File: config.mk
export PLATFORM = sky130hd
export DESIGN_NAME = intra4x4_luma_predictor_top_flat
export DESIGN_NICKNAME = d
export VERILOG_FILES = /design/src/rtl/core/i4p_pkg.sv /design/src/rtl/core/i4p_ifs.sv /design/src/rtl/core/i4p_prep.sv /design/src/rtl/core/i4p_filter.sv /design/src/rtl/core/i4p_select.sv /design/src/rtl/core/intra4x4_luma_predictor_top.sv /design/src/flat_wrapper.sv
export SDC_FILE = /design/constraint.sdc
export NUM_CORES = 1
export LEC_CHECK = 0
export BUFFER_PORTS_ARGS = -buffer_cell sky130_fd_sc_hd__buf_2
export CAP_MARGIN = 20
export CELL_PAD_IN_SITES_DETAIL_PLACEMENT = 1
export CELL_PAD_IN_SITES_GLOBAL_PLACEMENT = 1
export CORE_ASPECT_RATIO = 1.75
export CORE_MARGIN = 2
export CORE_UTILIZATION = 53
export CTS_CLUSTER_SIZE = 8
export DETAILED_ROUTE_END_ITERATION = 16
export PLACE_DENSITY_LB_ADDON = 0.1
export SYNTH_ARGS = -nofsm -noshare
export SYNTH_HDL_FRONTEND = slang
export SYNTH_SLANG_ARGS = --single-unit
File: constraint.sdc
create_clock -name clk -period 11.15 [get_ports clk]
set_input_delay 1.6725 -clock clk [delete_from_list [all_inputs] [get_ports clk]]
set_output_delay 1.6725 -clock clk [all_outputs]
set_load 0.005 [all_outputs]
File: src/rtl/core/i4p_pkg.sv
// Shared constants, types and the per-sample source table of the 4x4 luma intra predictor.
`default_nettype none

package i4p_pkg;

  // Sample and block geometry
  localparam int SAMPLE_BITS = 8;
  localparam int BLK_N       = 4;
  localparam int NUM_TOP     = 2 * BLK_N;
  localparam int NUM_LEFT    = BLK_N;
  localparam int NUM_NBR     = 13;
  localparam int NUM_PIX     = BLK_N * BLK_N;
  localparam int TOP_W       = NUM_TOP * SAMPLE_BITS;
  localparam int LEFT_W      = NUM_LEFT * SAMPLE_BITS;
  localparam int ROWS_W      = 2 * BLK_N * SAMPLE_BITS;
  localparam int SUM_W       = SAMPLE_BITS + 2;

  // Padded edge line: L3 L3 L2 L1 L0 C T0..T7 T7
  localparam int EDGE_N     = NUM_NBR + 2;
  localparam int AVG2_N     = EDGE_N - 1;
  localparam int AVG3_N     = EDGE_N - 2;
  localparam int IDX_W      = $clog2(EDGE_N);
  localparam int LEFT0_IDX  = NUM_LEFT;
  localparam int CORNER_IDX = LEFT0_IDX + 1;
  localparam int TOP0_IDX   = CORNER_IDX + 1;

  // Prediction modes
  localparam int MODE_W     = 4;
  localparam int MODE_COUNT = 9;
  localparam logic [MODE_W-1:0] MODE_VERT  = 4'd0;
  localparam logic [MODE_W-1:0] MODE_HORIZ = 4'd1;
  localparam logic [MODE_W-1:0] MODE_DC    = 4'd2;
  localparam logic [MODE_W-1:0] MODE_DDL   = 4'd3;
  localparam logic [MODE_W-1:0] MODE_DDR   = 4'd4;
  localparam logic [MODE_W-1:0] MODE_VR    = 4'd5;
  localparam logic [MODE_W-1:0] MODE_HD    = 4'd6;
  localparam logic [MODE_W-1:0] MODE_VL    = 4'd7;
  localparam logic [MODE_W-1:0] MODE_HU    = 4'd8;
  localparam logic [MODE_W-1:0] MODE_MAX   = MODE_HU;

  typedef logic [SAMPLE_BITS-1:0] sample_t;
  typedef sample_t [EDGE_N-1:0]   edge_t;
  typedef sample_t [AVG2_N-1:0]   avg2_t;
  typedef sample_t [AVG3_N-1:0]   avg3_t;

  localparam sample_t DC_DEFAULT = sample_t'(1 << (SAMPLE_BITS - 1));

  typedef enum logic [2:0] {
    SRC_ZERO,
    SRC_RAW,
    SRC_AVG2,
    SRC_AVG3,
    SRC_DC
  } src_kind_t;

  typedef struct packed {
    src_kind_t        kind;
    logic [IDX_W-1:0] idx;
  } src_sel_t;

  // Control that travels with each beat through the stages
  typedef struct packed {
    logic              valid;
    logic [MODE_W-1:0] mode;
  } stage_ctl_t;

  typedef struct packed {
    edge_t            nbrs;
    logic [SUM_W-1:0] top_sum;
    logic [SUM_W-1:0] left_sum;
    logic             left_avail;
    logic             top_avail;
  } prep_t;

  typedef struct packed {
    edge_t   nbrs;
    avg2_t   a2;
    avg3_t   a3;
    sample_t dc;
  } filt_t;

  // Source of sample (x,y) for a mode. AVG2 index i means avg2(e[i], e[i+1]);
  // AVG3 index i means the 1-2-1 filter centered on e[i+1].
  function automatic src_sel_t pick_src(input logic [MODE_W-1:0] mode, input int x,
                                        input int y);
    src_sel_t s;
    int       z;
    int       hx;
    int       hy;
    int       i;
    hx     = x >>> 1;
    hy     = y >>> 1;
    z      = 0;
    i      = 0;
    s.kind = SRC_ZERO;
    case (mode)
      MODE_VERT: begin
        s.kind = SRC_RAW;
        i      = TOP0_IDX + x;
      end
      MODE_HORIZ: begin
        s.kind = SRC_RAW;
        i      = LEFT0_IDX - y;
      end
      MODE_DC: begin
        s.kind = SRC_DC;
      end
      MODE_DDL: begin
        // bottom-right corner lands on the padded T7 copy
        s.kind = SRC_AVG3;
        i      = TOP0_IDX + x + y;
      end
      MODE_DDR: begin
        s.kind = SRC_AVG3;
        i      = LEFT0_IDX + x - y;
      end
      MODE_VR: begin
        z = 2 * x - y;
        if (z >= 0 && !z[0]) begin
          s.kind = SRC_AVG2;
          i      = CORNER_IDX + x - hy;
        end else if (z > 0) begin
          s.kind = SRC_AVG3;
          i      = LEFT0_IDX + x - hy;
        end else if (z == -1) begin
          s.kind = SRC_AVG3;
          i      = LEFT0_IDX;
        end else begin
          s.kind = SRC_AVG3;
          i      = CORNER_IDX - y;
        end
      end
      MODE_HD: begin
        z = 2 * y - x;
        if (z >= 0 && !z[0]) begin
          s.kind = SRC_AVG2;
          i      = LEFT0_IDX - y + hx;
        end else if (z > 0) begin
          s.kind = SRC_AVG3;
          i      = LEFT0_IDX - y + hx;
        end else if (z == -1) begin
          s.kind = SRC_AVG3;
          i      = LEFT0_IDX;
        end else begin
          s.kind = SRC_AVG3;
          i      = TOP0_IDX - 3 + x;
        end
      end
      MODE_VL: begin
        s.kind = y[0] ? SRC_AVG3 : SRC_AVG2;
        i      = TOP0_IDX + x + hy;
      end
      MODE_HU: begin
        z = x + 2 * y;
        if (z inside {0, 2, 4}) begin
          s.kind = SRC_AVG2;
          i      = LEFT0_IDX - 1 - y - hx;
        end else if (z inside {1, 3, 5}) begin
          // the last one folds onto the padded L3 copy
          s.kind = SRC_AVG3;
          i      = LEFT0_IDX - 2 - y - hx;
        end else begin
          s.kind = SRC_RAW;
          i      = 0;
        end
      end
      default: begin
        s.kind = SRC_ZERO;
      end
    endcase
    s.idx = IDX_W'(i);
    return s;
  endfunction

endpackage

`default_nettype wire

File: src/rtl/core/i4p_ifs.sv
// Valid/ready channel interfaces for neighbor beats in and predicted blocks out.
`default_nettype none

interface i4p_in_if import i4p_pkg::*; ();
  logic              valid;
  logic              ready;
  logic [MODE_W-1:0] pred_mode;
  logic [TOP_W-1:0]  top_samples;
  logic [LEFT_W-1:0] left_samples;
  sample_t           corner_sample;
  logic              left_avail;
  logic              top_avail;
  logic              top_right_avail;

  modport source (
    output valid, pred_mode, top_samples, left_samples, corner_sample,
           left_avail, top_avail, top_right_avail,
    input  ready
  );

  modport sink (
    input  valid, pred_mode, top_samples, left_samples, corner_sample,
           left_avail, top_avail, top_right_avail,
    output ready
  );
endinterface

interface i4p_out_if import i4p_pkg::*; ();
  logic              valid;
  logic              ready;
  logic [ROWS_W-1:0] upper_rows;
  logic [ROWS_W-1:0] lower_rows;
  logic              bad_mode;

  modport source (
    output valid, upper_rows, lower_rows, bad_mode,
    input  ready
  );

  modport sink (
    input  valid, upper_rows, lower_rows, bad_mode,
    output ready
  );
endinterface

`default_nettype wire

File: src/rtl/core/i4p_prep.sv
// Stage 1: unpack neighbors, fill missing top-right, sum top and left rows.
`default_nettype none

module i4p_prep import i4p_pkg::*; (
  input  wire logic              clk,
  input  wire logic              rst,
  input  wire logic              en,
  input  wire logic              in_valid,
  input  wire logic [MODE_W-1:0] pred_mode,
  input  wire logic [TOP_W-1:0]  top_samples,
  input  wire logic [LEFT_W-1:0] left_samples,
  input  wire sample_t           corner_sample,
  input  wire logic              left_avail,
  input  wire logic              top_avail,
  input  wire logic              top_right_avail,
  output stage_ctl_t             ctl,
  output prep_t                  data
);

  logic              valid;
  logic [MODE_W-1:0] mode;
  prep_t             data_next;

  // Build the padded edge line and the two row sums
  always_comb begin
    sample_t t [NUM_TOP];
    sample_t l [NUM_LEFT];
    logic    fill_tr;
    fill_tr = top_avail && !top_right_avail;
    for (int k = 0; k < NUM_TOP; k++) begin
      t[k] = top_samples[SAMPLE_BITS*k +: SAMPLE_BITS];
      if (fill_tr && k >= BLK_N) begin
        t[k] = top_samples[SAMPLE_BITS*(BLK_N-1) +: SAMPLE_BITS];
      end
    end
    for (int j = 0; j < NUM_LEFT; j++) begin
      l[j] = left_samples[SAMPLE_BITS*j +: SAMPLE_BITS];
    end

    data_next.top_sum  = '0;
    data_next.left_sum = '0;
    for (int k = 0; k < BLK_N; k++) begin
      data_next.top_sum  = data_next.top_sum + SUM_W'(t[k]);
      data_next.left_sum = data_next.left_sum + SUM_W'(l[k]);
    end

    data_next.nbrs[0] = l[NUM_LEFT-1];
    for (int j = 0; j < NUM_LEFT; j++) begin
      data_next.nbrs[LEFT0_IDX-j] = l[j];
    end
    data_next.nbrs[CORNER_IDX] = corner_sample;
    for (int k = 0; k < NUM_TOP; k++) begin
      data_next.nbrs[TOP0_IDX+k] = t[k];
    end
    data_next.nbrs[EDGE_N-1] = t[NUM_TOP-1];

    data_next.left_avail = left_avail;
    data_next.top_avail  = top_avail;
  end

  // Advance the valid bit
  always_ff @(posedge clk) begin
    if (rst) begin
      valid <= 1'b0;
    end else if (en) begin
      valid <= in_valid;
    end
  end

  // Hold payload unless the stage advances
  always_ff @(posedge clk) begin
    if (en) begin
      mode <= pred_mode;
      data <= data_next;
    end
  end

  assign ctl.valid = valid;
  assign ctl.mode  = mode;

endmodule

`default_nettype wire

File: src/rtl/core/i4p_filter.sv
// Stage 2: two-tap and three-tap filters along the edge line, plus the DC value.
`default_nettype none

module i4p_filter import i4p_pkg::*; (
  input  wire logic       clk,
  input  wire logic       rst,
  input  wire logic       en,
  input  wire stage_ctl_t ctl_in,
  input  wire prep_t      data_in,
  output stage_ctl_t      ctl,
  output filt_t           data
);

  logic              valid;
  logic [MODE_W-1:0] mode;
  filt_t             data_next;

  // Filter every tap position and pick the DC fallback
  always_comb begin
    logic [SAMPLE_BITS:0]   s2;
    logic [SAMPLE_BITS+1:0] s3;
    logic [SUM_W:0]         s_both;
    logic [SUM_W-1:0]       s_left;
    logic [SUM_W-1:0]       s_top;
    data_next.nbrs = data_in.nbrs;
    for (int i = 0; i < AVG2_N; i++) begin
      s2 = {1'b0, data_in.nbrs[i]} + {1'b0, data_in.nbrs[i+1]} + 1'b1;
      data_next.a2[i] = s2[SAMPLE_BITS:1];
    end
    for (int i = 0; i < AVG3_N; i++) begin
      s3 = (SAMPLE_BITS+2)'(data_in.nbrs[i]) + {1'b0, data_in.nbrs[i+1], 1'b0}
         + (SAMPLE_BITS+2)'(data_in.nbrs[i+2]) + (SAMPLE_BITS+2)'(2);
      data_next.a3[i] = s3[SAMPLE_BITS+1:2];
    end

    s_both = (SUM_W+1)'(data_in.top_sum) + (SUM_W+1)'(data_in.left_sum) + (SUM_W+1)'(4);
    s_left = data_in.left_sum + SUM_W'(2);
    s_top  = data_in.top_sum + SUM_W'(2);
    if (data_in.left_avail && data_in.top_avail) begin
      data_next.dc = s_both[SUM_W:3];
    end else if (data_in.left_avail) begin
      data_next.dc = s_left[SUM_W-1:2];
    end else if (data_in.top_avail) begin
      data_next.dc = s_top[SUM_W-1:2];
    end else begin
      data_next.dc = DC_DEFAULT;
    end
  end

  // Advance the valid bit
  always_ff @(posedge clk) begin
    if (rst) begin
      valid <= 1'b0;
    end else if (en) begin
      valid <= ctl_in.valid;
    end
  end

  // Hold payload unless the stage advances
  always_ff @(posedge clk) begin
    if (en) begin
      mode <= ctl_in.mode;
      data <= data_next;
    end
  end

  assign ctl.valid = valid;
  assign ctl.mode  = mode;

endmodule

`default_nettype wire

File: src/rtl/core/i4p_select.sv
// Stage 3: per-sample mode select into the output register.
`default_nettype none

module i4p_select import i4p_pkg::*; (
  input  wire logic       clk,
  input  wire logic       rst,
  input  wire logic       en,
  input  wire stage_ctl_t ctl_in,
  input  wire filt_t      data_in,
  output logic            valid,
  output logic [ROWS_W-1:0] upper_rows,
  output logic [ROWS_W-1:0] lower_rows,
  output logic            bad_mode
);

  sample_t [NUM_PIX-1:0] pix;

  // Each sample picks from fixed taps, one per mode
  for (genvar p = 0; p < NUM_PIX; p++) begin : g_pos
    sample_t cand [MODE_COUNT];

    for (genvar m = 0; m < MODE_COUNT; m++) begin : g_mode
      localparam src_sel_t SEL = pick_src(MODE_W'(m), p % BLK_N, p / BLK_N);
      if (SEL.kind == SRC_RAW) begin : g_raw
        assign cand[m] = data_in.nbrs[SEL.idx];
      end else if (SEL.kind == SRC_AVG2) begin : g_avg2
        assign cand[m] = data_in.a2[SEL.idx];
      end else if (SEL.kind == SRC_AVG3) begin : g_avg3
        assign cand[m] = data_in.a3[SEL.idx];
      end else if (SEL.kind == SRC_DC) begin : g_dc
        assign cand[m] = data_in.dc;
      end else begin : g_zero
        assign cand[m] = '0;
      end
    end

    always_comb begin
      if (ctl_in.mode <= MODE_MAX) begin
        pix[p] = cand[ctl_in.mode];
      end else begin
        pix[p] = '0;
      end
    end
  end

  // Advance the valid bit
  always_ff @(posedge clk) begin
    if (rst) begin
      valid <= 1'b0;
    end else if (en) begin
      valid <= ctl_in.valid;
    end
  end

  // Hold the result beat until taken
  always_ff @(posedge clk) begin
    if (en) begin
      upper_rows <= pix[NUM_PIX/2-1:0];
      lower_rows <= pix[NUM_PIX-1:NUM_PIX/2];
      bad_mode   <= ctl_in.mode > MODE_MAX;
    end
  end

endmodule

`default_nettype wire

File: src/rtl/core/intra4x4_luma_predictor_top.sv
// Top level of the 4x4 luma intra predictor: three-stage pipeline and its stall chain.
`default_nettype none

// Takes the 13 neighbor samples of one 4x4 luma block with availability flags and a
// mode (0..8) per beat and returns the 16 predicted samples, one block per clock unless
// the output stalls, passing unpack and sum, filter and select into the output register.
// Every stage holds a valid bit and moves only when the stage after it is empty or
// moving, so nbr.ready follows pred.ready combinationally through the three stages and
// up to three beats are held while the output is stalled. A mode above 8 returns zero
// samples with bad_mode set.
module intra4x4_luma_predictor_top import i4p_pkg::*; (
  input  wire logic clk,
  input  wire logic rst,
  i4p_in_if.sink    nbr,
  i4p_out_if.source pred
);

  stage_ctl_t prep_ctl;
  prep_t      prep_data;
  stage_ctl_t filt_ctl;
  filt_t      filt_data;
  logic       en_prep;
  logic       en_filt;
  logic       en_sel;

  // Stall chain: a stage loads when it is empty or its contents move on
  assign en_sel    = !pred.valid || pred.ready;
  assign en_filt   = !filt_ctl.valid || en_sel;
  assign en_prep   = !prep_ctl.valid || en_filt;
  assign nbr.ready = en_prep;

  i4p_prep u_prep (
    .clk             (clk),
    .rst             (rst),
    .en              (en_prep),
    .in_valid        (nbr.valid),
    .pred_mode       (nbr.pred_mode),
    .top_samples     (nbr.top_samples),
    .left_samples    (nbr.left_samples),
    .corner_sample   (nbr.corner_sample),
    .left_avail      (nbr.left_avail),
    .top_avail       (nbr.top_avail),
    .top_right_avail (nbr.top_right_avail),
    .ctl             (prep_ctl),
    .data            (prep_data)
  );

  i4p_filter u_filter (
    .clk     (clk),
    .rst     (rst),
    .en      (en_filt),
    .ctl_in  (prep_ctl),
    .data_in (prep_data),
    .ctl     (filt_ctl),
    .data    (filt_data)
  );

  i4p_select u_select (
    .clk        (clk),
    .rst        (rst),
    .en         (en_sel),
    .ctl_in     (filt_ctl),
    .data_in    (filt_data),
    .valid      (pred.valid),
    .upper_rows (pred.upper_rows),
    .lower_rows (pred.lower_rows),
    .bad_mode   (pred.bad_mode)
  );

`ifndef ASSERT_OFF
  // Input stalls only when every stage is full and the output is blocked
  a_stall_full: assert property (@(posedge clk) disable iff (rst)
    !nbr.ready |-> (prep_ctl.valid && filt_ctl.valid && pred.valid && !pred.ready))
    else $error("input stalled with a free pipeline slot");

  // A new result comes only from a beat held in the filter stage
  a_out_source: assert property (@(posedge clk) disable iff (rst)
    $rose(pred.valid) |-> $past(filt_ctl.valid))
    else $error("output valid without a beat in the filter stage");

  // A bad mode gives all-zero samples
  a_bad_zero: assert property (@(posedge clk) disable iff (rst)
    (pred.valid && pred.bad_mode) |-> (pred.upper_rows == '0 && pred.lower_rows == '0))
    else $error("bad mode with nonzero samples");
`endif

endmodule

`default_nettype wire
File: src/flat_wrapper.sv
// flat-port wrapper written by rule: the top's interface ports become plain ports
module intra4x4_luma_predictor_top_flat import i4p_pkg::*;
  (clk, rst, nbr_valid, nbr_pred_mode, nbr_top_samples, nbr_left_samples, nbr_corner_sample, nbr_left_avail, nbr_top_avail, nbr_top_right_avail, nbr_ready, pred_valid, pred_upper_rows, pred_lower_rows, pred_bad_mode, pred_ready);
  i4p_in_if nbr_i ();
  i4p_out_if pred_i ();
  input  wire logic clk;
  input  wire logic rst;
  input wire logic [$bits(nbr_i.valid)-1:0] nbr_valid;
  input wire logic [$bits(nbr_i.pred_mode)-1:0] nbr_pred_mode;
  input wire logic [$bits(nbr_i.top_samples)-1:0] nbr_top_samples;
  input wire logic [$bits(nbr_i.left_samples)-1:0] nbr_left_samples;
  input wire logic [$bits(nbr_i.corner_sample)-1:0] nbr_corner_sample;
  input wire logic [$bits(nbr_i.left_avail)-1:0] nbr_left_avail;
  input wire logic [$bits(nbr_i.top_avail)-1:0] nbr_top_avail;
  input wire logic [$bits(nbr_i.top_right_avail)-1:0] nbr_top_right_avail;
  output wire logic [$bits(nbr_i.ready)-1:0] nbr_ready;
  output wire logic [$bits(pred_i.valid)-1:0] pred_valid;
  output wire logic [$bits(pred_i.upper_rows)-1:0] pred_upper_rows;
  output wire logic [$bits(pred_i.lower_rows)-1:0] pred_lower_rows;
  output wire logic [$bits(pred_i.bad_mode)-1:0] pred_bad_mode;
  input wire logic [$bits(pred_i.ready)-1:0] pred_ready;
  assign nbr_i.valid = nbr_valid;
  assign nbr_i.pred_mode = nbr_pred_mode;
  assign nbr_i.top_samples = nbr_top_samples;
  assign nbr_i.left_samples = nbr_left_samples;
  assign nbr_i.corner_sample = nbr_corner_sample;
  assign nbr_i.left_avail = nbr_left_avail;
  assign nbr_i.top_avail = nbr_top_avail;
  assign nbr_i.top_right_avail = nbr_top_right_avail;
  assign nbr_ready = nbr_i.ready;
  assign pred_valid = pred_i.valid;
  assign pred_upper_rows = pred_i.upper_rows;
  assign pred_lower_rows = pred_i.lower_rows;
  assign pred_bad_mode = pred_i.bad_mode;
  assign pred_i.ready = pred_ready;
  intra4x4_luma_predictor_top u_core (.clk(clk), .rst(rst), .nbr(nbr_i), .pred(pred_i));
endmodule
Word level (Yosys, flattened, before mapping)
Index checks and enable logic that the tools add are counted.
{"block": "word_totals", "ff_bits": 522, "memories": 0, "latch_bits": 0, "in_bits": 115, "ramBits": 0, "wordCells": 194, "output_inout_bits": 131, "rom_bits": 0}
{"block": "op_classes", "multipliers": 0, "order_cmp": 3, "reduce_logical": 9, "n_shift": 0, "div": 0, "mux": 55, "n_bitwise": 1, "addsub": 69, "eq_ne": 0}
{"operator": "8-bit binary-select mux with 4-bit select", "count": 16}
{"operator": "8-bit two-way mux", "count": 39}
{"operator": "10-bit by 2-bit adder with 10-bit output, second input constant", "count": 15}
{"operator": "10-bit by 8-bit adder with 10-bit output", "count": 15}
{"operator": "8-bit by 9-bit adder with 10-bit output", "count": 13}
{"operator": "8-bit by 8-bit adder with 9-bit output", "count": 12}
{"operator": "9-bit by 1-bit adder with 9-bit output, second input constant", "count": 10}
{"operator": "9-bit by 8-bit adder with 10-bit output", "count": 2}
{"operator": "10-bit by 10-bit adder with 11-bit output", "count": 1}
{"operator": "11-bit by 3-bit adder with 11-bit output, second input constant", "count": 1}
{"operator": "5-bit >= comparator, second input constant", "count": 1}
{"operator": "4-bit inverter with 5-bit output", "count": 1}
{"operator": "4-bit > comparator, second input constant", "count": 1}
{"operator": "4-bit less-or-equal comparator, second input constant", "count": 1}
{"operator": "1-bit zero test", "count": 4}
{"operator": "1-bit logical OR", "count": 3}
{"operator": "1-bit logical AND", "count": 2}

Longest topological paths before layout
{"block": "logic_depth", "depth_word": 4, "mapped_depth": 10, "ltp_nobuf": 10}

By module
From an unflattened synthesis, not the netlist that was laid out.
{"block": "unflattened", "hier_cells": 3283, "hier_area_um2": 38154.1}
{"mod": "i4p_filter", "area_each_um2": 20900.0, "cells_per_inst": 1614, "seq_area_each_um2": 10470.0, "n_inst": 1}
{"mod": "i4p_select", "area_each_um2": 11325.9, "cells_per_inst": 1253, "seq_area_each_um2": 3893.7, "n_inst": 1}
{"mod": "i4p_prep", "area_each_um2": 5905.7, "cells_per_inst": 413, "seq_area_each_um2": 3923.8, "n_inst": 1}
{"mod": "intra4x4_luma_predictor_top", "area_each_um2": 22.5, "cells_per_inst": 3, "seq_area_each_um2": 0.0, "n_inst": 1}

Worst setup path after synthesis
Ideal clock, no wire load.
{"block": "synth_path", "kind": "input port to flip-flop", "startpoint": "input port pred_ready", "endpoint": "register u_core.u_filter.data[0] in the netlist's numbering (enable)", "path_slack_ps": 3601, "path_buffers": 0, "t_required_ps": 10539, "arrival_time_ps": 6937, "setup_ps": 611, "stages": 3, "path_cell_list": "nor2b_1 > and2_1 > inv_1"}
{"block": "synth_between", "elab_chain_len": 2}
{"item": "start, declared", "line": "flat_wrapper.sv:21", "rtl": "input wire logic [$bits(pred_i.ready)-1:0] pred_ready;"}
{"item": "1-bit logical OR", "line": "intra4x4_luma_predictor_top.sv:27", "rtl": "assign en_sel = !pred.valid || pred.ready;"}
{"item": "1-bit logical OR", "line": "intra4x4_luma_predictor_top.sv:28", "rtl": "assign en_filt = !filt_ctl.valid || en_sel;"}
{"item": "net u_core.en_filt", "line": "intra4x4_luma_predictor_top.sv:23", "rtl": "logic en_filt;"}
{"item": "end signal, assigned", "line": "i4p_filter.sv:63", "rtl": "data <= data_next;"}
{"item": "end, declared", "line": "i4p_filter.sv:11", "rtl": "output filt_t data"}
The timed path passes the listed nets, and every way through them passes these cells.
A chain may end at the register's enable or synchronous reset.

Worst setup path after layout
{"block": "layout_path", "startpoint": "input port pred_ready", "endpoint": "output port nbr_ready"}
{"block": "layout_between", "elab_chain_len": 3}
{"item": "1-bit logical OR", "line": "intra4x4_luma_predictor_top.sv:27"}
{"item": "1-bit logical OR", "line": "intra4x4_luma_predictor_top.sv:28"}
{"item": "1-bit logical OR", "line": "intra4x4_luma_predictor_top.sv:29", "rtl": "assign en_prep = !prep_ctl.valid || en_filt;"}
{"item": "end, declared", "line": "flat_wrapper.sv:16", "rtl": "output wire logic [$bits(nbr_i.ready)-1:0] nbr_ready;"}
Every way passes these cells.

==> flow_metrics.env <==
export IMPL_p_per_area_mw_per_mm2=206
export IMPL_status="complete, no violations"
export IMPL_layout_common_cells="519 x edfxtp_1, 472 x nand2_1, 299 x a21oi_1"
export IMPL_die_area_sq_mm=0.0646
export IMPL_slew_headroom_pct=23.2
export IMPL_yosysWarnings=0
export IMPL_cts_tree="yes"
export IMPL_synth_ff_type="edfxtp_1"
export IMPL_leakagePower_nw=15.4
export IMPL_synth_edf_count=519
export IMPL_drive_gt1_share_pct=13.1
export IMPL_grt_antenna_before_repair=7
export IMPL_end_kind="output pin"
export IMPL_grt_overflow=0
export IMPL_cts_buffers=75
export IMPL_cts_sinks=522
export IMPL_cp_max_fo=52
export IMPL_htree_levels=3
export IMPL_yosys_top_cells_area="edfxtp_1 47%, ha_1 9.0%, fa_1 7.3%, nand2_1 5.4%, a21oi_1 4.5%"
export IMPL_startpoint_type="input port"
export IMPL_fmax_mhz=203
export IMPL_fillers=6564
export IMPL_ys_ff_latch=522
export IMPL_cts_hold_buf=0
export IMPL_synth_area_sq_mm=0.0331
export IMPL_dp_worst_setup_slack_ns=6.22
export IMPL_syn_to_final_growth_pct=11.9
export IMPL_clkLatencyLatePin_ns=0.64
export IMPL_dr_pass1_iters=5
export IMPL_finalWorstSetupSlack_ns=6.22
export IMPL_fin_setup_tns_ns=0
export IMPL_setup_viol=0
export IMPL_clk_path_buf_depth=3
export IMPL_slew_violations=0
export IMPL_post_cts_buffers=0
export IMPL_multiInputGateArea_sq_mm=0.0162
export IMPL_syn_nets=3467
export IMPL_worstSetupStartpoint="pred_ready"
export IMPL_async_flop_share_pct=0
export IMPL_coreArea_sq_mm=0.0621
export IMPL_antenna_left=0
export IMPL_period_share_pct=44.2
export IMPL_die_w_microns=193
export IMPL_timing_rr_start="u_core.u_filter.mode[0]"
export IMPL_ys_seq_area_share_pct=47.2
export IMPL_rsz0062_at_grt="no"
export IMPL_syn_avg_cell_area_sq_um=11.1
export IMPL_routed_wl_mm=133
export IMPL_via_per_inst=6.74
export IMPL_min_path_type="flip-flop to flip-flop"
export IMPL_grt_pass1_wl_mm=192
export IMPL_start_util_pct=53.4
export IMPL_drcViolationCount=0
export IMPL_cp_arrival_ns=3.26
export IMPL_hold_viol=0
export IMPL_worstHoldStart="u_core.u_prep.mode[2]"
export IMPL_grt_start_max_net_pins=122
export IMPL_period_minus_slack_ns=4.93
export IMPL_synth_distinct_cells=65
export IMPL_finClkSkew_ns=0.0384
export IMPL_final_common_cell="edfxtp_1"
export IMPL_ir_drop_mv=0.189
export IMPL_rows=121
export IMPL_cts_repair_resize_count=0
export IMPL_worst_slew_pin_slew_ns=1.14
export IMPL_gp_congestion=1.01
export IMPL_seq_area_sq_mm=0.0156
export IMPL_required_ns=9.48
export IMPL_die_h_microns=335
export IMPL_final_nets=3703
export IMPL_dpl_cell_area_sq_mm=0.0350
export IMPL_globalRouteTotalUtil_pct=41.7
export IMPL_drt_iter0_drc=2235
export IMPL_grt_pass1_vias=29100
export IMPL_path_clk_slew_ns=0.05
export IMPL_clock_root_buffer="clkbuf_16"
export IMPL_design_area_sq_mm=0.0371
export IMPL_syn_inst=2995
export IMPL_dp_hpwl_mm=103
export IMPL_portBuffers=245
export IMPL_wl_per_cell_microns=32.7
export IMPL_critPathKind="input port to output pin"
export IMPL_synth_top_area_share_pct=47.0
export IMPL_synth_largest_area_cell="edfxtp_1"
export IMPL_via_count=27300
export IMPL_maxCapViolations=0
export IMPL_ioPinCount=246
critical path, cell delays in order:
cell and delay (ns):
buf_2 0.09, nor2b_1 0.28, and2_1 0.40, nand2_4 0.45, buf_2 0.31
area by class of cell:
cell class / count / area share, %
inverter: 169 / 1.75
antenna: 5 / 0.0338
timing repair buffer: 273 / 4.03
sequential: 522 / 42.2
clock inverter: 7 / 0.179
clock buffer: 86 / 5.29
tap: 799 / 2.70
multi-input combinational: 2190 / 43.8
flip-flops by register name, summed over array words and instances (netlist names):
name                        flops
u_core.u_filter.data          256
u_core.u_filter.mode            4
u_core.u_filter.valid           1
u_core.u_prep.data            126
u_core.u_prep.mode              4
u_core.u_prep.valid             1
u_core.u_select.bad_mode        1
u_core.u_select.lower_rows     64
u_core.u_select.upper_rows     64
u_core.u_select.valid           1
cells by family (layout without fill, tap and decap cells):
| family | Yosys count | in the layout | share of synthesized area [%] |
|---|---|---|---|
| and+or+nand+nor | 864 | 864 | 10.9 |
| AOI/OAI and AO/OA | 788 | 788 | 15.2 |
| DFF | 522 | 522 | 47.2 |
| adders and majority gates | 357 | 357 | 16.2 |
| buffers and inverters | 283 | 535 | 3.81 |
| xor gates and xnor gates | 122 | 122 | 3.23 |
| muxes | 59 | 59 | 3.41 |
| other | 0 | 5 | 0 |
stage by stage:
stage,hold slack (ns),cells,power [mW],utilization [%]
floorplan,0.400,2995,4.34,-
finish,0.420,4051,7.63,59.7
global placement,0.401,3949,5.28,56.3
CTS,0.423,4043,7.56,59.6
global route,0.426,4049,7.87,59.7
detailed placement,0.411,3950,5.45,56.3
metal layers:
layer  vias up  part of all wire, %  global-route usage (%)
li1      11500                    -                       -
met1     13700                   34                    46.0
met2      1594                   49                    70.7
met3       553                  7.3                    7.45
met4         2                  9.5                    31.8
met5         -               0.0098                       0
cells in the mapped netlist, types with 17 or more instances:
master,count
edfxtp_1,519
nand2_1,473
a21oi_1,299
ha_1,237
nor2_1,173
inv_1,167
o21ai_0,152
fa_1,120
nand3_1,92
xnor2_1,86
nor3_1,64
a311oi_1,61
buf_2,45
mux4_2,43
clkbuf_1,42
a211oi_1,41
xor2_1,36
nor2b_1,34
o211ai_1,33
a21o_1,27
o21a_1,25
o21bai_1,24
a221oi_1,23
a21boi_0,22
a32oi_1,17
power by group:
part	leakage (nW)	internal, mW	switching [mW]
logic	8.74	0.915	1.41
clock network	0.990	1.22	0.861
registers	5.64	2.69	0.537
total	15.4	4.83	2.81
worst paths after layout:
kind	end	slack, ns	cells after the start
min	u_core.u_filter.mode[2]	0.42	0
min reg2reg	u_core.u_filter.mode[2]	0.42	0
max reg2reg	u_core.u_select.upper_rows[48]	7.28	6
max	nbr_ready	6.22	5
Power figures use the tool's default switching activity.
